--- config.mk ---
export PLATFORM = sky130hd
export DESIGN_NAME = sorted_insertion_buffer_flat
export DESIGN_NICKNAME = d
export VERILOG_FILES = /design/src/design/sib_pkg.sv /design/src/design/sib_if.sv /design/src/design/sib_cell.sv /design/src/design/sorted_insertion_buffer.sv /design/src/flat_wrapper.sv
export SDC_FILE = /design/constraint.sdc
export NUM_CORES = 2
export LEC_CHECK = 0
export BUFFER_PORTS_ARGS = -buffer_cell sky130_fd_sc_hd__clkbuf_2
export CELL_PAD_IN_SITES_DETAIL_PLACEMENT = 2
export CELL_PAD_IN_SITES_GLOBAL_PLACEMENT = 2
export CORE_MARGIN = 2
export CORE_UTILIZATION = 48
export DETAILED_ROUTE_END_ITERATION = 8
export HOLD_SLACK_MARGIN = 0.1
export PLACE_DENSITY_LB_ADDON = 0.1
export SKIP_CTS_REPAIR_TIMING = 1
export SLEW_MARGIN = 20
export SYNTH_ARGS = -nofsm -noshare
export SYNTH_HDL_FRONTEND = slang
export SYNTH_SLANG_ARGS = --single-unit
--- constraint.sdc ---
create_clock -name clk -period 7.2 [get_ports clk]
set_clock_uncertainty 0.2 [all_clocks]
set_input_delay 1.44 -clock clk [delete_from_list [all_inputs] [get_ports clk]]
set_output_delay 1.44 -clock clk [all_outputs]
set_load 0.01 [all_outputs]
--- src/design/sib_pkg.sv ---
`default_nettype none

package sib_pkg;

    localparam int CAPACITY = 32;
    localparam int CNT_W    = $clog2(CAPACITY + 1);
    localparam int IDX_W    = $clog2(CAPACITY);

    localparam logic CMD_INSERT = 1'b0;
    localparam logic CMD_LIST   = 1'b1;

    typedef enum logic [1:0] {
        STATUS_INSERTED = 2'd0,
        STATUS_DROPPED  = 2'd1,
        STATUS_LISTED   = 2'd2,
        STATUS_EMPTY    = 2'd3
    } status_t;

    typedef enum logic {
        ST_IDLE = 1'b0,
        ST_LIST = 1'b1
    } state_t;

    typedef struct packed {
        logic               command;
        logic signed [31:0] value;
    } req_t;

    typedef struct packed {
        status_t            status;
        logic signed [31:0] element;
        logic               last;
    } res_t;

    typedef struct packed {
        logic insert;
        logic rotate;
    } cell_ctrl_t;

endpackage

`default_nettype wire

--- src/design/sib_if.sv ---
`default_nettype none

interface sib_req_if;
    logic          valid;
    logic          ready;
    sib_pkg::req_t data;

    modport source (output valid, output data, input ready);
    modport sink   (input valid, input data, output ready);
endinterface

interface sib_res_if;
    logic          valid;
    logic          ready;
    sib_pkg::res_t data;

    modport source (output valid, output data, input ready);
    modport sink   (input valid, input data, output ready);
endinterface

`default_nettype wire

--- src/design/sib_cell.sv ---
`default_nettype none

module sib_cell (
    input  wire logic                clk,
    input  wire sib_pkg::cell_ctrl_t ctrl,
    input  wire logic                occupied,
    input  wire logic signed [31:0]  key,
    input  wire logic                left_take,
    input  wire logic signed [31:0]  left_value,
    input  wire logic signed [31:0]  right_value,
    output logic                     take,
    output logic signed [31:0]       value
);
    import sib_pkg::*;

    logic signed [31:0] value_reg;

    // take: this slot sits at or above the insertion point
    assign take  = !occupied || (value_reg >= key);
    assign value = value_reg;

    always_ff @(posedge clk)
    begin
        if (ctrl.rotate)
        begin
            value_reg <= right_value;
        end
        else if (ctrl.insert)
        begin
            if (left_take)
            begin
                value_reg <= left_value;
            end
            else if (take)
            begin
                value_reg <= key;
            end
        end
    end

endmodule

`default_nettype wire

--- src/design/sorted_insertion_buffer.sv ---
`default_nettype none

// Sorted store of up to CAPACITY signed 32-bit values held in a ring of
// compare-and-shift cells. An insert request is taken and its status result
// is offered from the next cycle; the cells compare against the new value in
// parallel and those not below it shift up a slot, unless the store is full
// and the insert is dropped. Once a list request is taken, the ring rotates
// through cell 0 one slot a cycle until every slot has passed (so the ring
// comes back in order) before the next request can be taken; the first
// stored-count slots to pass each give one element, and output back-pressure
// holds the rotation while an element is pending. No request is taken during
// a listing. A list on an empty store gives a single empty status from the
// next cycle. A pending result that is not taken holds off the next request.
module sorted_insertion_buffer (
    input  wire logic clk,
    input  wire logic rst_n,
    sib_req_if.sink   req,
    sib_res_if.source res
);
    import sib_pkg::*;

    state_t            state_reg, state_next;
    logic [CNT_W-1:0]  count_reg, count_next;
    logic [IDX_W-1:0]  idx_reg, idx_next;
    logic              out_valid_reg, out_valid_next;
    res_t              out_data_reg, out_data_next;

    logic              slot_free;
    logic              accept;
    logic              emit;
    logic              load;
    cell_ctrl_t        ctrl;

    logic              take  [CAPACITY];
    logic signed [31:0] value [CAPACITY];

    assign slot_free = !out_valid_reg || res.ready;
    assign req.ready = (state_reg == ST_IDLE) && slot_free;
    assign accept    = req.valid && req.ready;
    assign emit      = {{(CNT_W-IDX_W){1'b0}}, idx_reg} < count_reg;

    assign res.valid = out_valid_reg;
    assign res.data  = out_data_reg;

    genvar g;
    generate
        for (g = 0; g < CAPACITY; g++)
        begin : g_cell
            sib_cell u_cell (
                .clk         (clk),
                .ctrl        (ctrl),
                .occupied    (count_reg > CNT_W'(g)),
                .key         (req.data.value),
                .left_take   ((g == 0) ? 1'b0 : take[(g + CAPACITY - 1) % CAPACITY]),
                .left_value  (value[(g + CAPACITY - 1) % CAPACITY]),
                .right_value (value[(g + 1) % CAPACITY]),
                .take        (take[g]),
                .value       (value[g])
            );
        end
    endgenerate

    always_comb
    begin
        state_next     = state_reg;
        count_next     = count_reg;
        idx_next       = idx_reg;
        out_data_next  = out_data_reg;
        load           = 1'b0;
        ctrl.insert    = 1'b0;
        ctrl.rotate    = 1'b0;

        case (state_reg)
            ST_IDLE:
            begin
                if (accept)
                begin
                    if (req.data.command == CMD_INSERT)
                    begin
                        load          = 1'b1;
                        out_data_next = '{STATUS_DROPPED, 32'sd0, 1'b1};
                        if (count_reg < CNT_W'(CAPACITY))
                        begin
                            ctrl.insert            = 1'b1;
                            count_next             = count_reg + 1'b1;
                            out_data_next.status   = STATUS_INSERTED;
                        end
                    end
                    else if (count_reg == '0)
                    begin
                        load          = 1'b1;
                        out_data_next = '{STATUS_EMPTY, 32'sd0, 1'b1};
                    end
                    else
                    begin
                        state_next = ST_LIST;
                        idx_next   = '0;
                    end
                end
            end
            ST_LIST:
            begin
                if (!emit || slot_free)
                begin
                    ctrl.rotate = 1'b1;
                    idx_next    = idx_reg + 1'b1;
                    if (emit)
                    begin
                        load          = 1'b1;
                        out_data_next = '{STATUS_LISTED, value[0],
                            ({{(CNT_W-IDX_W){1'b0}}, idx_reg} + 1'b1) == count_reg};
                    end
                    if (idx_reg == IDX_W'(CAPACITY - 1))
                    begin
                        state_next = ST_IDLE;
                    end
                end
            end
            default:
            begin
                state_next = ST_IDLE;
            end
        endcase

        out_valid_next = load || (out_valid_reg && !res.ready);
    end

    always_ff @(posedge clk or negedge rst_n)
    begin
        if (!rst_n)
        begin
            state_reg     <= ST_IDLE;
            count_reg     <= '0;
            idx_reg       <= '0;
            out_valid_reg <= 1'b0;
        end
        else
        begin
            state_reg     <= state_next;
            count_reg     <= count_next;
            idx_reg       <= idx_next;
            out_valid_reg <= out_valid_next;
        end
    end

    always_ff @(posedge clk)
    begin
        out_data_reg <= out_data_next;
    end

    a_count_bound: assert property (@(posedge clk) disable iff (!rst_n)
        count_reg <= CNT_W'(CAPACITY))
        else $error("stored count above capacity");

    a_list_holds_count: assert property (@(posedge clk) disable iff (!rst_n)
        (state_reg == ST_LIST) |=> $stable(count_reg))
        else $error("count changed during listing");

    a_load_slot_free: assert property (@(posedge clk) disable iff (!rst_n)
        (load && out_valid_reg) |-> res.ready)
        else $error("result overwritten while pending");

    a_no_request_in_list: assert property (@(posedge clk) disable iff (!rst_n)
        (state_reg == ST_LIST) |-> !accept && !ctrl.insert)
        else $error("request taken during listing");

endmodule

`default_nettype wire
--- src/flat_wrapper.sv ---
// flat-port wrapper written by rule: the top's interface ports become plain ports
module sorted_insertion_buffer_flat import sib_pkg::*;
  (clk, rst_n, req_valid, req_data, req_ready, res_valid, res_data, res_ready);
  sib_req_if req_i ();
  sib_res_if res_i ();
  input  wire logic clk;
  input  wire logic rst_n;
  input wire logic [$bits(req_i.valid)-1:0] req_valid;
  input wire logic [$bits(req_i.data)-1:0] req_data;
  output wire logic [$bits(req_i.ready)-1:0] req_ready;
  output wire logic [$bits(res_i.valid)-1:0] res_valid;
  output wire logic [$bits(res_i.data)-1:0] res_data;
  input wire logic [$bits(res_i.ready)-1:0] res_ready;
  assign req_i.valid = req_valid;
  assign req_i.data = req_data;
  assign req_ready = req_i.ready;
  assign res_valid = res_i.valid;
  assign res_data = res_i.data;
  assign res_i.ready = res_ready;
  sorted_insertion_buffer u_core (.clk(clk), .rst_n(rst_n), .req(req_i), .res(res_i));
endmodule
# After elaboration in Yosys (flattened, before gate mapping)
# Cells that the tools add are included.
# W data, S select, Z words.
[classes]
n_lt_le_gt_ge = 66
addsub = 3
n_eq_ne = 8
bitwise_logic = 2
muxes = 157
n_reduce_logical = 142
[ops]
columns = ["op", "n"]
rows = [
  ["$mux W32", 127],
  ["$ge A32 B32 Y1", 32],
  ["$mux W35", 5],
  ["$gt A6 B5 Y1 const B", 16],
  ["$reduce_bool A3 Y1", 31],
  ["$pmux W35 S2", 1],
  ["$reduce_and A2 Y1", 32],
  ["$gt A6 B4 Y1 const B", 8],
  ["$logic_not A1 Y1", 35],
  ["$logic_or A1 B1 Y1", 35],
  ["$gt A6 B3 Y1 const B", 4],
  ["$mux W5", 4],
  ["$mux W1", 17],
  ["$gt A6 B1 Y1 const B", 2],
  ["$gt A6 B2 Y1 const B", 2],
  ["$reduce_and A4 Y1", 3],
  ["$pmux W5 S2", 1],
  ["$ne A2 B2 Y1 const B", 4],
  ["$add A5 B1 Y6 const B", 1],
  ["$add A6 B1 Y6 const B", 1],
  ["$eq A6 B6 Y1", 1],
  ["$logic_not A6 Y1", 1],
  ["$lt A5 B6 Y1", 1],
  ["$lt A6 B6 Y1 const B", 1],
  ["8 further kinds", 13],
]
[word_totals]
word_cells = 417
regBits = 1072
out_inout_bits = 37
input_bits = 37

# Depth between registers and ports, before layout
[depth]
ltp_word = 8
ltp_mapped = 13

# Modules after synthesis
# A second synthesis with hierarchy kept.
[unflattened]
hier_cells = 8671
hier_area_um2 = 83023.4
[by_module_without_submodules]
columns = ["module", "cells_per_inst", "n_inst", "area_per_inst_um2"]
rows = [
  ["sib_cell (u_core.g_cell[0].u_cell ...)", 264, 31, 2514.9],
  ["sib_cell (u_core.g_cell[22].u_cell)", 264, 1, 2547.4],
  ["sorted_insertion_buffer", 223, 1, 2513.7],
]

# Worst setup path before layout
# OpenSTA, ideal clock, no wires.
[synth_timing]
path_type = "input-to-reg"
start = "input port req_data[23]"
end = "register u_core.g_cell[0].u_cell.value_reg[0] (enable)"
path_buffers = 3
path_stages = 12
arrival_time_ns = 6.460
path_slack_ns = 0.075
setup_ns = 0.466
path_cell_list = "inv_1 -> clkbuf_1 -> ha_1 -> a21oi_1 -> o21ai_0 -> a22oi_1 -> o211ai_1 -> o211a_1 -> clkbuf_1 -> clkbuf_1 -> and2_1 -> o21ai_0"
[synth_via]
elab_chain_cells = 4
[synth_rtl]
columns = ["element", "line_no", "text"]
rows = [
  ["start: declaration", "flat_wrapper.sv:9", "input wire logic [$bits(req_i.data)-1:0] req_data;"],
  ["$ge A32 B32 Y1", "sib_cell.sv:19", "assign take = !occupied || (value_reg >= key);"],
  ["$logic_or A1 B1 Y1", "sib_cell.sv:19", ""],
  ["$reduce_bool A2 Y1 (no line)", "n/a", ""],
  ["$reduce_and A2 Y1 (no line)", "n/a", ""],
  ["end signal: assignment", "sib_cell.sv:26", "value_reg <= right_value;"],
  ["end signal: assignment", "sib_cell.sv:32", "value_reg <= left_value;"],
  ["end signal: assignment", "sib_cell.sv:36", "value_reg <= key;"],
  ["end: declaration", "sib_cell.sv:16", "logic signed [31:0] value_reg;"],
]
# Every way passes these cells.
# A chain may end at the register's enable or synchronous reset.

# Worst setup path in the final report
[layout_timing]
start = "register u_core.count_reg[4]"
end = "register u_core.g_cell[14].u_cell.value_reg[13] (data pin)"
[layout_via]
elab_chain_cells = 6
[layout_rtl]
columns = ["element", "line_no", "text"]
rows = [
  ["start: declaration", "sorted_insertion_buffer.sv:23", "logic [CNT_W-1:0] count_reg, count_next;"],
  ["start signal: assignment", "sorted_insertion_buffer.sv:140", "count_reg <= count_next;"],
  ["$gt A6 B4 Y1 or $lt A5 B6 Y1 (tied branches)", "sorted_insertion_buffer.sv:52, sorted_insertion_buffer.sv:40", ""],
  ["$logic_not A1 Y1 (on tied branches)", "sib_cell.sv:19, sorted_insertion_buffer.sv:103", ""],
  ["$logic_or A1 B1 Y1 (on tied branches)", "sib_cell.sv:19, sorted_insertion_buffer.sv:103", ""],
  ["$mux W32 or $mux W1 (tied branches)", "sib_cell.sv:30, sorted_insertion_buffer.sv:103", ""],
  ["$mux W32 or $mux W1 (tied branches)", "sib_cell.sv:28, sorted_insertion_buffer.sv:73", ""],
  ["$mux W32 (*)", "sib_cell.sv:24", "if (ctrl.rotate)"],
  ["end signal: assignment", "sib_cell.sv:26", ""],
  ["end signal: assignment", "sib_cell.sv:32", ""],
  ["end signal: assignment", "sib_cell.sv:36", ""],
  ["end: declaration", "sib_cell.sv:16", ""],
]
# Every way passes the cells marked *; elsewhere a longest branch is shown, timed or not. The select of a mux whose other input is x is not followed.

==> summary.md <==
| Metric | Value |
|---|---|
| Hold Startpoint | u_core.g_cell[31].u_cell.value[6] |
| I/O Buffers | 73 |
| Vias | 71.23k |
| Worst hold-check path type | reg2reg |
| Critical Path RT | 7.52 ns |
| Met1 wire length | 134900 um |
| RSZ-0062 raised after global routing | false |
| Distinct cell type count after synthesis | 73 |
| FF+latch count, synth | 1072 |
| Core area | 151900 um^2 |
| Initial Utilization | 48.28% |
| Uppermost routed layer | met5 |
| Pin count of the biggest net entering global routing | 169 |
| Drt drc | 0 |
| Synth warn | 0 |
| Max IR drop VDD | 0.2908 mV |
| Final TNS setup | 0 ns |
| Netlist Area Pre-Place | 73340 um^2 |
| Routed vias/inst | 8.056 |
| MaxCap Viol Count | 0 |
| CP Data Arrival Time | 6.00 ns |
| CTS Buf Count | 136 |
| Die H | 394.9 um |
| Min-Delay Path Depth | 1 |
| Total Power | 44530 uW |
| Initial antenna violation count | 50 |
| Fin. Hold Viols | 0 |
| Cell taking the most area after synthesis | edfxtp_1 |
| CTS tree | done |
| Final Max Tran Viols | 0 |
| Drt wl/cell | 44.01 um |
| Leakage power | 0.03208 uW |
| Worst skew pair latency | 0.81 ns |
| CP peak stage delay | 0.85 ns |
| Final Instance Area | 81740 um^2 |
| Pwr Density | 544.8 nW/um^2 |
| Post-detailed-placement cell area | 77160 um^2 |
| GRT overflow | 0 |
| Critical-path cell list | clkinv_1, ha_1, nor2_1, o21ai_0, o211a_4, buf_12, a31oi_2, buf_4, a221o_1 |
| Post-synthesis sequential area ratio | 43.80% |
| Relative slew slack | 21.08% |
| Routed WL | 389200 um |
| Avg Synthesized Cell Area | 11.01 um^2 |
| TritonRoute pass-1 iters | 8 |
| Area growth syn-to-layout | 11.45% |
| Detail Route Antenna Nets | 0 |
| First-pass GRT wire length | 546600 um |
| Crit-path slowest cell | o211a_4 |
| Post-DP HPWL | 271100 um |
| Fin nets | 7677 |
| IO Count | 74 |
| Start of the worst register-to-register path | u_core.count_reg[4] |
| Place WS | 1.232 ns |
| Worst R2R End | u_core.g_cell[14].u_cell.value[13] |
| Sink Count | 1072 |
| WL met3 | 49700 um |
| FP Rows | 143 |
| Crit path capture type | flip-flop |
| Most common cell in the netlist | edfxtp_1 |
| DRT iter0 DRCs | 10.28k |
| H-Tree Depth | 4 |
| Final core occ | 53.81% |
| Layout cells sized above 1 | 9.979% |
| Top cells by count, synth | 1059 x edfxtp_1, 1002 x ha_1, 905 x a221o_1 |
| RePlAce Congestion | 0.9749 |
| Clock Tree Buf Depth | 3 |
| Final worst path period need | 5.684 ns |
| Least-Margin Pin Slew | 1.180 ns |
| Period utilization | 78.94% |
| Worst-path clk slew | 0.06 ns |
| Synth area leaders | edfxtp_1 43%, ha_1 17%, a221o_1 12% |
| Worst Reg-to-Reg Cells | 9 |
| Setup slack, reg-to-reg | 1.52 ns |
| Startpoint Class | flip-flop |
| Max FFs per register | 1024 |
| DIE WIDTH | 394.9 um |
| Global Route Usage Sum | 48.69% |
| Synth top area share | 43.36% |
| Fmax | 175.9 MHz |
| Worst Hold Endpoint | u_core.g_cell[30].u_cell.value[6] |
| Cells after synthesis | 6663 |
| Die Area | 155900 um^2 |
| Worst Slack Setup Final | 1.516 ns |
| Final Setup Violations | 0 |
| Syn_nets | 7702 |
| Status | finished, final reports clean |
| Root Buffer | clkbuf_16 |
| Number of enable flip-flop cells after synthesis | 1059 |
| Critical-path maximum fanout | 168 |
| Async SR Flop Fraction | 1.213% |
| WL met2 | 167100 um |
| Post-synth top flop | edfxtp_1 |
| Critical path class | reg2reg |
| Vias in the first global route | 72.50k |
[layer usage]
layer  vias to the layer above  track usage, %
met2                      5547           71.34
met3                      1738           16.01
li1                      27630               -
met4                        34           40.23
met1                     36280           58.06
met5                         -               0
[worst max path at each step]
stage | start | end | slack (ns) | depth (start not counted)
after floorplan | req_data[23] | u_core.g_cell[0].u_cell.value[0] | 0.07 | 12
after global placement | req_data[1] | u_core.g_cell[6].u_cell.value[4] | 1.25 | 11
after detailed placement | req_data[5] | u_core.g_cell[14].u_cell.value[8] | 1.23 | 13
after CTS | u_core.count_reg[4] | u_core.g_cell[6].u_cell.value[22] | 1.73 | 8
after global routing | u_core.count_reg[4] | u_core.g_cell[15].u_cell.value[27] | 1.52 | 9
final | u_core.count_reg[4] | u_core.g_cell[14].u_cell.value[13] | 1.52 | 9
[cell type report]
cell class                      instances  area [um^2]
Fill cell                           14640        70160
Clock inverter                         67        523.0
Tap cell                             2030         2540
Clock buffer                          177         3746
Antenna cell                           68        170.2
Sequential cell                      1072        32130
Inverter                               84        315.3
Multi-Input combinational cell       5009        39440
Timing Repair Buffer                  335         2880
[logic make-up after synthesis]
| family | Yosys count | share of synthesized area, % |
|---|---|---|
| and+or+nand+nor | 2039 | 14.32 |
| xor gates and xnor gates | 9 | 0.1075 |
| AOI/OAI and AO/OA | 1958 | 21.55 |
| DFF | 1072 | 43.80 |
| adders and majority gates | 1002 | 17.09 |
| buffers and inverters | 582 | 3.105 |
| muxes | 1 | 0.01365 |
[critical path, delay by kind of cell (launching register included)]
family	cells	cell delay (ns)
compound gates	4	1.96
simple gates	1	0.06
fa+ha+maj	1	0.52
flops	1	0.79
buf+inv	3	1.64
[through the flow]
step | std cells | hold WS, ns
after floorplan | 6663 | 0.3244
after global placement | 8524 | 0.3256
after detailed placement | 8525 | 0.3469
after CTS | 8769 | 0.3587
after global routing | 8794 | 0.3779
final | 8842 | 0.3608
[cell usage in the layout, fill, tap and decap left out, types with 11 or more instances in the layout]
cell | netlist | final
nand3_1 | 149 | 148
nor2b_1 | 33 | 33
a21oi_4 | 0 | 12
clkbuf_1 | 435 | 30
a32o_1 | 31 | 31
clkinv_2 | 0 | 14
nor4_1 | 55 | 55
o2bb2ai_1 | 21 | 21
nand4_1 | 266 | 266
nor2_1 | 352 | 334
diode_2 | 0 | 68
a221o_1 | 905 | 905
o211ai_2 | 30 | 30
and3_1 | 325 | 325
a32oi_1 | 33 | 33
edfxtp_1 | 1059 | 1059
a2111oi_0 | 18 | 17
clkbuf_2 | 0 | 72
o21ai_0 | 159 | 157
nand2_1 | 380 | 362
a21o_1 | 82 | 82
o31ai_1 | 17 | 17
buf_4 | 1 | 223
a211oi_1 | 17 | 17
inv_2 | 0 | 31
clkinv_1 | 1 | 35
o21a_1 | 28 | 28
a21oi_1 | 456 | 438
o31a_1 | 16 | 16
nor2_2 | 0 | 13
buf_12 | 0 | 34
dfrtp_1 | 13 | 13
o211ai_1 | 66 | 66
inv_1 | 83 | 52
and4_1 | 11 | 11
and2_1 | 77 | 76
nor3_1 | 328 | 328
ha_1 | 1002 | 1002
clkbuf_16 | 0 | 143
nand2_2 | 0 | 18
[power by group]
part	internal (uW)	total (uW)	switching [uW]
combinational	7790	20900	13100
clock	3910	6940	3030
sequential	11900	16700	4790
total	23600	44500	20900
No activity file was read; power rests on OpenSTA's default activity.
